[src/rtl/core/kseq_pkg.sv]
// Package for the terminal key sequence decoder.
// Holds the parse modes, key kinds, result record and the idle-state byte decoder.
// No dependencies.
`default_nettype none

package kseq_pkg;

  localparam int unsigned CodeW = 21;

  localparam logic [7:0] BYTE_ESC = 8'h1b;
  localparam logic [7:0] BYTE_DEL = 8'h7f;
  localparam logic [7:0] BYTE_BS  = 8'h08;
  localparam logic [7:0] BYTE_CR  = 8'h0d;
  localparam logic [7:0] BYTE_LF  = 8'h0a;
  localparam logic [7:0] BYTE_TAB = 8'h09;

  typedef enum logic [2:0] {
    MODE_IDLE = 3'd0,
    MODE_UTF8 = 3'd1,
    MODE_ESC  = 3'd2,
    MODE_SS3  = 3'd3,
    MODE_CSI  = 3'd4
  } mode_e;

  typedef enum logic [4:0] {
    KEY_NONE   = 5'd0,
    KEY_CHAR   = 5'd1,
    KEY_ENTER  = 5'd2,
    KEY_TAB    = 5'd3,
    KEY_BS     = 5'd4,
    KEY_ESCAPE = 5'd5,
    KEY_UP     = 5'd6,
    KEY_DOWN   = 5'd7,
    KEY_RIGHT  = 5'd8,
    KEY_LEFT   = 5'd9,
    KEY_HOME   = 5'd10,
    KEY_END    = 5'd11,
    KEY_INSERT = 5'd12,
    KEY_DELETE = 5'd13,
    KEY_PGUP   = 5'd14,
    KEY_PGDN   = 5'd15,
    KEY_FUNC   = 5'd16
  } key_e;

  typedef struct packed {
    key_e             kind;
    logic [CodeW-1:0] code;
    logic             last;
  } result_t;

  // Outcome of decoding one byte from the idle mode.
  typedef struct packed {
    logic             hit;
    result_t          res;
    mode_e            mode;
    logic             load;
    logic [CodeW-1:0] acc;
    logic [1:0]       rem;
  } idle_dec_t;

  function automatic idle_dec_t idle_decode(logic [7:0] b, logic eob);
    idle_dec_t d;
    d          = '0;
    d.mode     = MODE_IDLE;
    d.res.kind = KEY_NONE;
    if (b == BYTE_ESC) begin
      if (eob) begin
        d.hit      = 1'b1;
        d.res.kind = KEY_ESCAPE;
      end else begin
        d.mode = MODE_ESC;
      end
    end else if (b == BYTE_CR || b == BYTE_LF) begin
      d.hit      = 1'b1;
      d.res.kind = KEY_ENTER;
    end else if (b == BYTE_TAB) begin
      d.hit      = 1'b1;
      d.res.kind = KEY_TAB;
    end else if (b == BYTE_DEL || b == BYTE_BS) begin
      d.hit      = 1'b1;
      d.res.kind = KEY_BS;
    end else if (b[7:5] == 3'b110) begin
      d.load = 1'b1;
      d.acc  = {16'd0, b[4:0]};
      d.rem  = 2'd1;
      d.mode = MODE_UTF8;
    end else if (b[7:4] == 4'b1110) begin
      d.load = 1'b1;
      d.acc  = {17'd0, b[3:0]};
      d.rem  = 2'd2;
      d.mode = MODE_UTF8;
    end else if (b[7:3] == 5'b11110) begin
      d.load = 1'b1;
      d.acc  = {18'd0, b[2:0]};
      d.rem  = 2'd3;
      d.mode = MODE_UTF8;
    end else begin
      // Plain bytes and invalid UTF-8 lead bytes are one-byte characters.
      d.hit      = 1'b1;
      d.res.kind = KEY_CHAR;
      d.res.code = {13'd0, b};
    end
    return d;
  endfunction

endpackage

`default_nettype wire

[src/rtl/core/terminal_key_sequence_decoder_top.sv]
// Top level of the terminal key sequence decoder.
// Instantiates kseq_decode and kseq_rfifo; uses kseq_pkg.
//
//   channel  valid        stall         payload
//   input    in_valid_i   in_stall_o    data_byte_i, buffer_end_i
//   output   out_valid_o  out_stall_i   key_kind_o, key_code_o, run_last_o
//
// One item is accepted per cycle while in_stall_o is low; its results enter the result queue
// at the accepting edge and are shown from there, one per cycle while out_stall_i is low.
// The rate is one item per cycle, set by the single output port when every item gives one
// result and no stall holds the flow. Reset returns the parser to idle and empties the
// queue. in_stall_o rises while the queue has fewer than two free entries.
`default_nettype none

module terminal_key_sequence_decoder_top (
  input  wire logic        clk_i,
  input  wire logic        rst_ni,
  input  wire logic        in_valid_i,
  output logic             in_stall_o,
  input  wire logic [7:0]  data_byte_i,
  input  wire logic        buffer_end_i,
  output logic             out_valid_o,
  input  wire logic        out_stall_i,
  output logic [4:0]       key_kind_o,
  output logic [20:0]      key_code_o,
  output logic             run_last_o
);
  import kseq_pkg::*;

  logic       accept;
  logic       room;
  logic [1:0] push_n;
  result_t    res0, res1, head;

  assign in_stall_o = !room;
  assign accept     = in_valid_i && room;

  kseq_decode u_decode (
    .clk_i        (clk_i),
    .rst_ni       (rst_ni),
    .accept_i     (accept),
    .data_byte_i  (data_byte_i),
    .buffer_end_i (buffer_end_i),
    .push_n_o     (push_n),
    .res0_o       (res0),
    .res1_o       (res1)
  );

  kseq_rfifo u_rfifo (
    .clk_i       (clk_i),
    .rst_ni      (rst_ni),
    .push_n_i    (accept ? push_n : 2'd0),
    .res0_i      (res0),
    .res1_i      (res1),
    .pop_stall_i (out_stall_i),
    .room_o      (room),
    .valid_o     (out_valid_o),
    .head_o      (head)
  );

  assign key_kind_o = head.kind;
  assign key_code_o = head.code;
  assign run_last_o = head.last;

endmodule

`default_nettype wire

[src/rtl/core/kseq_decode.sv]
// Parser state registers and the single-pass byte decoder.
// Produces zero, one or two results per accepted byte; uses kseq_pkg.
`default_nettype none

module kseq_decode (
  input  wire logic              clk_i,
  input  wire logic              rst_ni,
  input  wire logic              accept_i,
  input  wire logic [7:0]        data_byte_i,
  input  wire logic              buffer_end_i,
  output logic [1:0]             push_n_o,
  output kseq_pkg::result_t      res0_o,
  output kseq_pkg::result_t      res1_o
);
  import kseq_pkg::*;

  mode_e             mode_q, mode_d;
  logic [1:0]        rem_q, rem_d;
  logic [CodeW-1:0]  acc_q, acc_d;
  logic [31:0]       value_q, value_d;
  logic [31:0]       first_q, first_d;
  logic              seen_q, seen_d;

  idle_dec_t         idec;
  logic [31:0]       p_eff;
  logic [CodeW-1:0]  acc_shift;
  logic [1:0]        rem_dec;
  logic [31:0]       value_x10;

  // Keys shared by SS3 and CSI finals.
  function automatic result_t letter_key(logic [7:0] b);
    result_t r;
    r      = '0;
    r.kind = KEY_NONE;
    case (b)
      8'h41:   r.kind = KEY_UP;
      8'h42:   r.kind = KEY_DOWN;
      8'h43:   r.kind = KEY_RIGHT;
      8'h44:   r.kind = KEY_LEFT;
      8'h48:   r.kind = KEY_HOME;
      8'h46:   r.kind = KEY_END;
      8'h50, 8'h51, 8'h52, 8'h53: begin
        r.kind = KEY_FUNC;
        r.code = {19'd0, b[1:0]} + 21'd1;
      end
      default: r.kind = KEY_NONE;
    endcase
    return r;
  endfunction

  // Key selected by the first numeric parameter of an ESC [ n ~ sequence.
  function automatic result_t tilde_key(logic [31:0] p);
    result_t r;
    r      = '0;
    r.kind = KEY_NONE;
    if (p[31:5] == '0) begin
      case (p[4:0])
        5'd1, 5'd7: r.kind = KEY_HOME;
        5'd2:       r.kind = KEY_INSERT;
        5'd3:       r.kind = KEY_DELETE;
        5'd4, 5'd8: r.kind = KEY_END;
        5'd5:       r.kind = KEY_PGUP;
        5'd6:       r.kind = KEY_PGDN;
        5'd11, 5'd12, 5'd13, 5'd14, 5'd15: begin
          r.kind = KEY_FUNC;
          r.code = {16'd0, 5'(p[4:0] - 5'd10)};
        end
        5'd17, 5'd18, 5'd19, 5'd20, 5'd21: begin
          r.kind = KEY_FUNC;
          r.code = {16'd0, 5'(p[4:0] - 5'd11)};
        end
        5'd23, 5'd24: begin
          r.kind = KEY_FUNC;
          r.code = {16'd0, 5'(p[4:0] - 5'd12)};
        end
        default: r.kind = KEY_NONE;
      endcase
    end
    return r;
  endfunction

  assign idec      = idle_decode(data_byte_i, buffer_end_i);
  assign acc_shift = {acc_q[CodeW-7:0], data_byte_i[5:0]};
  assign rem_dec   = rem_q - 2'd1;
  assign value_x10 = {value_q[28:0], 3'b000} + {value_q[30:0], 1'b0}
                   + {28'd0, 4'(data_byte_i[3:0])};
  // A zero first parameter counts as absent at the final byte.
  assign p_eff     = (first_q == '0 && seen_q) ? value_q : first_q;

  always_comb begin
    mode_d   = mode_q;
    rem_d    = rem_q;
    acc_d    = acc_q;
    value_d  = value_q;
    first_d  = first_q;
    seen_d   = seen_q;
    push_n_o = 2'd0;
    res0_o   = '0;
    res1_o   = '0;
    res0_o.kind = KEY_NONE;
    res1_o.kind = KEY_NONE;

    unique case (mode_q)
      MODE_UTF8: begin
        acc_d = acc_shift;
        rem_d = rem_dec;
        if (rem_dec == 2'd0) begin
          res0_o.kind = KEY_CHAR;
          res0_o.code = acc_shift;
          res0_o.last = 1'b1;
          push_n_o    = 2'd1;
          mode_d      = MODE_IDLE;
        end
      end
      MODE_ESC: begin
        if (data_byte_i == 8'h4f) begin
          mode_d = MODE_SS3;
        end else if (data_byte_i == 8'h5b) begin
          mode_d  = MODE_CSI;
          value_d = '0;
          first_d = '0;
          seen_d  = 1'b0;
        end else begin
          // The pending escape is reported, then this byte starts afresh.
          res0_o.kind = KEY_ESCAPE;
          mode_d      = idec.mode;
          if (idec.load) begin
            acc_d = idec.acc;
            rem_d = idec.rem;
          end
          if (idec.hit) begin
            res1_o      = idec.res;
            res1_o.last = 1'b1;
            push_n_o    = 2'd2;
          end else begin
            res0_o.last = 1'b1;
            push_n_o    = 2'd1;
          end
        end
      end
      MODE_SS3: begin
        res0_o      = letter_key(data_byte_i);
        res0_o.last = 1'b1;
        push_n_o    = 2'd1;
        mode_d      = MODE_IDLE;
      end
      MODE_CSI: begin
        if (data_byte_i == 8'h3b) begin
          if (first_q == '0) first_d = value_q;
          value_d = '0;
          seen_d  = 1'b0;
        end else if (data_byte_i >= 8'h30 && data_byte_i <= 8'h39) begin
          value_d = value_x10;
          seen_d  = 1'b1;
        end else begin
          first_d = p_eff;
          if (data_byte_i == 8'h7e) res0_o = tilde_key(p_eff);
          else                      res0_o = letter_key(data_byte_i);
          res0_o.last = 1'b1;
          push_n_o    = 2'd1;
          mode_d      = MODE_IDLE;
        end
      end
      default: begin
        mode_d = idec.mode;
        if (idec.load) begin
          acc_d = idec.acc;
          rem_d = idec.rem;
        end
        if (idec.hit) begin
          res0_o      = idec.res;
          res0_o.last = 1'b1;
          push_n_o    = 2'd1;
        end
      end
    endcase
  end

  always_ff @(posedge clk_i or negedge rst_ni) begin
    if (!rst_ni) begin
      mode_q  <= MODE_IDLE;
      rem_q   <= '0;
      acc_q   <= '0;
      value_q <= '0;
      first_q <= '0;
      seen_q  <= 1'b0;
    end else if (accept_i) begin
      mode_q  <= mode_d;
      rem_q   <= rem_d;
      acc_q   <= acc_d;
      value_q <= value_d;
      first_q <= first_d;
      seen_q  <= seen_d;
    end
  end

endmodule

`default_nettype wire

[src/rtl/core/kseq_rfifo.sv]
// Four-entry result queue taking up to two results per cycle, giving one.
// Uses the result record from kseq_pkg.
`default_nettype none

module kseq_rfifo (
  input  wire logic              clk_i,
  input  wire logic              rst_ni,
  input  wire logic [1:0]        push_n_i,
  input  wire kseq_pkg::result_t res0_i,
  input  wire kseq_pkg::result_t res1_i,
  input  wire logic              pop_stall_i,
  output logic                   room_o,
  output logic                   valid_o,
  output kseq_pkg::result_t      head_o
);
  import kseq_pkg::*;

  result_t    entries_q [4];
  logic [1:0] wr_ptr_q, rd_ptr_q;
  logic [2:0] count_q, count_d;
  logic       pop;

  assign valid_o = (count_q != 3'd0);
  assign head_o  = entries_q[rd_ptr_q];
  assign pop     = valid_o && !pop_stall_i;
  // Two free entries are needed since one item may cause two results.
  assign room_o  = (count_q <= 3'd2);
  assign count_d = count_q + {1'b0, push_n_i} - {2'b00, pop};

  always_ff @(posedge clk_i) begin
    if (push_n_i != 2'd0) entries_q[wr_ptr_q] <= res0_i;
    if (push_n_i == 2'd2) entries_q[wr_ptr_q + 2'd1] <= res1_i;
  end

  always_ff @(posedge clk_i or negedge rst_ni) begin
    if (!rst_ni) begin
      wr_ptr_q <= '0;
      rd_ptr_q <= '0;
      count_q  <= '0;
    end else begin
      wr_ptr_q <= wr_ptr_q + push_n_i;
      rd_ptr_q <= rd_ptr_q + {1'b0, pop};
      count_q  <= count_d;
    end
  end

endmodule

`default_nettype wire

[config.mk]
export PLATFORM = sky130hd
export DESIGN_NAME = terminal_key_sequence_decoder_top
export DESIGN_NICKNAME = d
export VERILOG_FILES = /design/src/rtl/core/kseq_pkg.sv /design/src/rtl/core/terminal_key_sequence_decoder_top.sv /design/src/rtl/core/kseq_decode.sv /design/src/rtl/core/kseq_rfifo.sv
export SDC_FILE = /design/constraint.sdc
export NUM_CORES = 1
export LEC_CHECK = 0
export BUFFER_PORTS_ARGS = -buffer_cell sky130_fd_sc_hd__buf_2
export CAP_MARGIN = 20
export CELL_PAD_IN_SITES_DETAIL_PLACEMENT = 0
export CELL_PAD_IN_SITES_GLOBAL_PLACEMENT = 2
export CORE_MARGIN = 3
export CORE_UTILIZATION = 37
export CTS_CLUSTER_SIZE = 25
export DETAILED_ROUTE_END_ITERATION = 10
export PLACE_DENSITY = 0.86
export SYNTH_ARGS = -nofsm -noshare
export SYNTH_HDL_FRONTEND = slang
export SYNTH_SLANG_ARGS = --single-unit
[constraint.sdc]
create_clock -name clk_i -period 3.7 [get_ports clk_i]
set_input_delay 0.185 -clock clk_i [delete_from_list [all_inputs] [get_ports clk_i]]
set_output_delay 0.185 -clock clk_i [all_outputs]
set_load 0.01 [all_outputs]
==> After elaboration in Yosys (flattened, before gate mapping) <==
Memories as Yosys holds them, arrays and structs flattened.
Index checks and enable logic that the tools add are counted.
{ "word_totals": {"reg_bits": 98, "ramBits": 108, "out_inout_bits": 29, "elab_cells": 193, "n_memories": 1} }
{ "classes": {"n_addsub": 12, "order_cmp": 3, "n_eq_ne": 57, "mux": 84, "bitwise": 1, "n_reduce_logical": 26} }
{ "memory_table": {"columns": ["memory", "depth", "width", "rd", "rd_ports_with_merged_regs", "write_ports", "line", "text"], "rows": [
  ["u_rfifo.entries_q", 4, 27, 1, 0, 2, "kseq_rfifo.sv:18", "result_t entries_q [4];"]
]} }
{ "ops": {"columns": ["cell", "count"], "rows": [
  ["$mux 27", 15],
  ["$mux 32", 8],
  ["$mux 21", 8],
  ["$pmux 32 s2", 2],
  ["$eq 8x7->1 const B", 14],
  ["$pmux 21 s4", 1],
  ["$pmux 5 s7", 2],
  ["$pmux 21 s3", 1],
  ["$eq 5x5->1 const B", 8],
  ["$add 32x32->32", 1],
  ["$add 32x4->32", 1],
  ["$eq 8x4->1 const B", 4],
  ["$logic_not 32->1", 1],
  ["$eq 5x4->1 const B", 6],
  ["$mux 6", 5],
  ["$logic_not 27->1", 1],
  ["$mux 26", 1],
  ["$mux 25", 1],
  ["$mux 24", 1],
  ["$mux 23", 1],
  ["$mux 3", 7],
  ["$eq 5x3->1 const B", 4],
  ["$pmux 5 s4", 1],
  ["$mux 2", 9],
  ["other kinds (46)", 80]
]} }

==> Depth between registers and ports, before layout <==
{ "depth": {"ltp_word": 16, "ltp_mapped": 16, "depth_no_buf": 15} }

==> Modules after synthesis <==
From an unflattened synthesis, not the netlist that was laid out.
{ "hier_totals": {"cells_unflattened": 1062, "hier_area_um2": 12293.0} }
{ "modules_own_cells": {"columns": ["mod", "n_inst", "cells_each", "area_per_inst_um2", "seq_area_each_um2"], "rows": [
  ["kseq_decode", 1, 756, 6638.9, 2127.0],
  ["kseq_rfifo", 1, 302, 5630.4, 3418.3],
  ["terminal_key_sequence_decoder_top", 1, 4, 23.8, 0.0]
]} }

==> Worst setup path after synthesis <==
Ideal clock, no wire load.
{ "synth_path": {"path_kind": "register -> register", "start": "reg u_decode.first_q[1]", "end": "mem u_rfifo.entries_q[3][2] (netlist bit) (data pin)", "t_arrival_ps": 3479, "slack_ps": 67, "stages_incl_launch_ff": 15, "path_buffers": 2, "path_cell_list": "dfrtp_1 -> or4_4 -> nor3b_4 -> and3_1 -> a21oi_1 -> inv_1 -> ha_1 -> clkbuf_1 -> nor4_1 -> or4b_1 -> buf_2 -> a41oi_2 -> o21ai_1 -> o31a_1 -> o22ai_1"} }
{ "synth_lines": {"columns": ["element", "line", "text"], "rows": [
  ["start: declaration", "kseq_decode.sv:21", "logic [31:0] first_q, first_d;"],
  ["start signal: assignment", "kseq_decode.sv:192", "first_q <= first_d;"],
  ["end: declaration", "kseq_rfifo.sv:18", null]
]} }

==> run summary <==
Synthesis
- **count of synthesis-stage warnings from yosys** 0
- **proportion of synthesized flip-flops having asynchronous set or reset** 46.0%
- **FF+latch count, synth** 200
- **Synth area leaders** sky130_fd_sc_hd__dfrtp_1 (21%), sky130_fd_sc_hd__edfxtp_1 (13%), sky130_fd_sc_hd__dfxtp_1 (11%)
- **number of unique standard cell types used by synthesis** 67
- **Yosys top cell area share** 20.7%
- **Main synth FF type** sky130_fd_sc_hd__dfrtp_1
- **combined area of all synthesized cells** 11100 um2
- **Synth Instances** 1109
- **post-synthesis area per instance** 10.0 um2
- **number of enable-type register cells in the synthesized netlist** 48
- **share of synthesized area occupied by flip-flops and latches** 44.4%
- **area leader, netlist** sky130_fd_sc_hd__dfrtp_1
- **Syn Nets** 1198

Worst setup path
- **register-to-register setup slack** 0.15 ns
- **FF-to-FF Start** u_decode.first_q[1]$_DFFE_PN0P_
- **Top cell by count, worst path** sky130_fd_sc_hd__a31oi_1
- **Critical Path AT** 3.72 ns
- **Slowest cell on crit path** sky130_fd_sc_hd__or4_4
- **type of element launching the critical path** flip-flop
- **critical path type** flip-flop to flip-flop
- **CP Max Fanout** 5
- **Cell Chain, Critical Path** or4_4 -> nor3b_4 -> and3_1 -> a21oi_1 -> buf_4 -> ha_1 -> and3b_1 -> a31oi_1 -> or2_2 -> nand4_1 -> a31oi_1 -> o22ai_1
- **capturing element type of the critical path** flip-flop
- **combined buffer and inverter count along the critical path** 1
- **Crit path max-delay family** simple AND/OR/NAND/NOR gates
- **data required time at the worst endpoint** 3.87 ns
- **Slowest Stage Delay on Critical Path** 0.56 ns
- **start point of the critical path** u_decode.first_q[1]$_DFFE_PN0P_

Worst hold path
- **kind of path behind the tightest hold check** primary input to flip-flop
- **Worst Min Path Start** data_byte_i[4]

Clocking
- **buffer depth of the longest clock path** 2
- **CTS H-tree lvls** 4
- **CTS sink cnt** 200
- **TritonCTS clock tree** yes
- **post-CTS clock slew at the launch and capture registers of the worst setup and hold paths** 0.08 ns
- **total clock buffers created by CTS** 17
- **worst-skew pair later-pin latency** 0.44 ns
- **clock root buffer** sky130_fd_sc_hd__clkbuf_16

Place
- **global placer's final weighted congestion** 0.904
- **dpl hpwl** 21.7 mm
- **worst slack at placement** 0.0671 ns
- **number of buffers added on ports** 41

Die
- **Placeable Area** 29200 um2
- **row cnt** 62
- **floorplan die height** 180 um
- **area of the die** 32200 um2
- **starting density of the core** 38.2%
- **width of the die** 180 um
- **I/O pin count** 42

Layout
- **Layout Area Growth over Synthesis** 14.3%
- **fraction of layout cells with a size suffix above 1** 15.7%
- **Final Net Count** 1251
- **number of antenna repair diodes** 0

STA
- **worst-case setup margin in the final layout** 0.151 ns
- **Tightest Pin Transition** 1.04 ns
- **final-report hold violation count** 0
- **maximum clock frequency** 282 MHz
- **aggregate negative setup slack** 0 ns
- **Layout Skew** 0.0126 ns
- **final hold slack** 0.162 ns
- **final critical-path share of the clock period** 95.9%
- **Setup-failing EPs final** 0
- **min Tclk post-route** 3.55 ns
- **Max Slew Vio Count** 0
- **Relative slew margins** 30.5%

Global route
- **pin count of the biggest net entering global routing** 68
- **residual overflow from global routing** 0
- **global-route wire length before repair** 49.2 mm
- **All-Layer GR Usage** 18.5%
- **antenna violations before repair** 0
- **via count of the first global-routing pass** 8934

Power
- **maximum resistive drop on vdd** 0.000232 V
- **leakage power total** 5.47 nW
- **Power per Cell Area** 451 nW/um2
- **Final Power** 5.74 mW

Detailed routing
- **final routed wirelength across all metal layers** 30.2 mm
- **vias after detailed routing** 9101
- **DR iter-0 viols** 725
- **routed length per placed instance** 19.4 um
- **drt via density** 5.84
- **DRC Markers** 0
- **detailed-routing iteration count for the pre-antenna-repair pass** 6
- **count of nets left with antenna violations after detail routing** 0

Status
- **status** complete, no violations

Job
- **max-capacitance violation count** 0

-- layout by cell type (no fill, tap or decap), types with 16 or more instances in the layout --
cell and instances:
sky130_fd_sc_hd__o21ai_0 119, sky130_fd_sc_hd__nand2_1 99, sky130_fd_sc_hd__dfrtp_1 91, sky130_fd_sc_hd__nand3_1 79
sky130_fd_sc_hd__ha_1 72, sky130_fd_sc_hd__buf_4 60, sky130_fd_sc_hd__dfxtp_1 60, sky130_fd_sc_hd__edfxtp_1 48
sky130_fd_sc_hd__a22o_1 47, sky130_fd_sc_hd__o22ai_1 44, sky130_fd_sc_hd__buf_2 40, sky130_fd_sc_hd__a21oi_1 36
sky130_fd_sc_hd__nor2_1 33, sky130_fd_sc_hd__mux4_2 27, sky130_fd_sc_hd__inv_1 22, sky130_fd_sc_hd__a21o_1 22
sky130_fd_sc_hd__xor2_1 18, sky130_fd_sc_hd__xnor2_1 17, sky130_fd_sc_hd__clkbuf_16 17, sky130_fd_sc_hd__nor3_1 16
sky130_fd_sc_hd__nor4_1 16
-- routing by layer --
metal | vias up | global-route usage, % | share of wire, %
li1 | 4327 | - | -
met4 | 0 | 6.62 | 2.7
met3 | 50 | 2.53 | 3.7
met2 | 244 | 31.2 | 48
met5 | - | 0 | 0
met1 | 4480 | 24.5 | 45
-- cells by family (layout without fill, tap and decap cells) --
| logic type | Yosys count | count (layout) | share of synthesized area [%] |
|---|---|---|---|
| AO/OA/AOI/OAI | 353 | 353 | 20.7 |
| adder cells (fa/ha/maj) | 76 | 76 | 8.74 |
| XOR/XNOR | 35 | 35 | 2.75 |
| AND/OR/NAND/NOR | 323 | 323 | 14.6 |
| multiplexers | 31 | 31 | 5.84 |
| buffers and inverters | 91 | 157 | 3.08 |
| flip-flops | 200 | 200 | 44.4 |
-- state kept, by name (all words and copies together), names as in the netlist --
| register | flops |
|---|---|
| u_rfifo.entries_q | 108 |
| u_decode.first_q | 32 |
| u_decode.value_q | 32 |
| u_decode.acc_q | 15 |
| u_decode.mode_q | 3 |
| u_rfifo.count_q | 3 |
| u_decode.rem_q | 2 |
| u_rfifo.rd_ptr_q | 2 |
| u_rfifo.wr_ptr_q | 2 |
| u_decode.seen_q | 1 |
-- final timing paths --
path                                                              end  cells after the start
worst min register to register  u_rfifo.entries_q[2][18]$_SDFFE_PP0P_                      2
worst min-delay path                    u_decode.acc_q[4]$_DFFE_PN0P_                      3
worst max-delay path                u_rfifo.entries_q[3][1]$_DFFE_PP_                     12
min in group asynchronous                u_rfifo.count_q[1]$_DFF_PN0_                      2
max in group asynchronous             u_decode.value_q[7]$_DFFE_PN0P_                      3
worst max register to register      u_rfifo.entries_q[3][1]$_DFFE_PP_                     12
-- cell usage after synthesis (6+ instances only) --
library cell               instances
sky130_fd_sc_hd__or3_1             6
sky130_fd_sc_hd__nand3_1          79
sky130_fd_sc_hd__nor4_1           16
sky130_fd_sc_hd__o22ai_1          44
sky130_fd_sc_hd__mux4_2           27
sky130_fd_sc_hd__dfrtp_1          92
sky130_fd_sc_hd__a22oi_1           7
sky130_fd_sc_hd__xor2_1           18
sky130_fd_sc_hd__inv_1            22
sky130_fd_sc_hd__nand2_1          99
sky130_fd_sc_hd__a22o_1           47
sky130_fd_sc_hd__nand2b_1         11
sky130_fd_sc_hd__nor2b_1          15
sky130_fd_sc_hd__o21a_1            8
sky130_fd_sc_hd__nor2_1           33
sky130_fd_sc_hd__o21ai_0         119
sky130_fd_sc_hd__a31oi_1           9
sky130_fd_sc_hd__xnor2_1          17
sky130_fd_sc_hd__nand4_1           7
sky130_fd_sc_hd__nor3_1           16
sky130_fd_sc_hd__ha_1             73
sky130_fd_sc_hd__edfxtp_1         48
sky130_fd_sc_hd__clkbuf_1         63
sky130_fd_sc_hd__and3_1           11
sky130_fd_sc_hd__a21oi_1          36
sky130_fd_sc_hd__a21o_1           23
sky130_fd_sc_hd__nor3b_1           6
sky130_fd_sc_hd__o211ai_1          7
sky130_fd_sc_hd__and2_1            7
sky130_fd_sc_hd__dfxtp_1          60
-- tightest hold or removal path: cells and delay by family --
| kind | cells | cell delay (ns) |
|---|---|---|
| simple gates | 1 | 0.10 |
| buf+inv | 1 | 0.20 |
| compound gates | 1 | 0.07 |
-- metrics by stage --
stage                     std cells  instance area, um2  utilization (%)
after floorplan                1109               11100                -
after global placement         1526               12100             41.4
after detailed placement       1526               12100             41.4
after CTS                      1559               12700             43.5
after global routing           1559               12700             43.7
final                          1559               12700             43.7
-- area by class of cell --
type	instances	area, um2
inverter	22	82.6
sequential	200	4950
clock inverter	14	178
fill	2820	16400
clock buffer	18	439
timing repair buffer	103	701
multi-input combinational	818	5910
tap	384	480
-- repair_timing --
item / 4_1_cts / 5_1_grt
hold buffers: 1 / 0
hold endpoints to repair: 66 / 0
resized for setup: 0 / 9
buffers inserted: 0 / 0
setup endpoints to repair: 0 / 23
-- power breakdown --
part | switching (mW) | internal, mW | leakage [nW] | total, mW
sequential | 0.214 | 2.44 | 2.18 | 2.65
combinational | 0.649 | 0.534 | 2.99 | 1.18
clock | 0.970 | 0.942 | 0.298 | 1.91
Note: power is estimated with default switching activity, not from simulation.
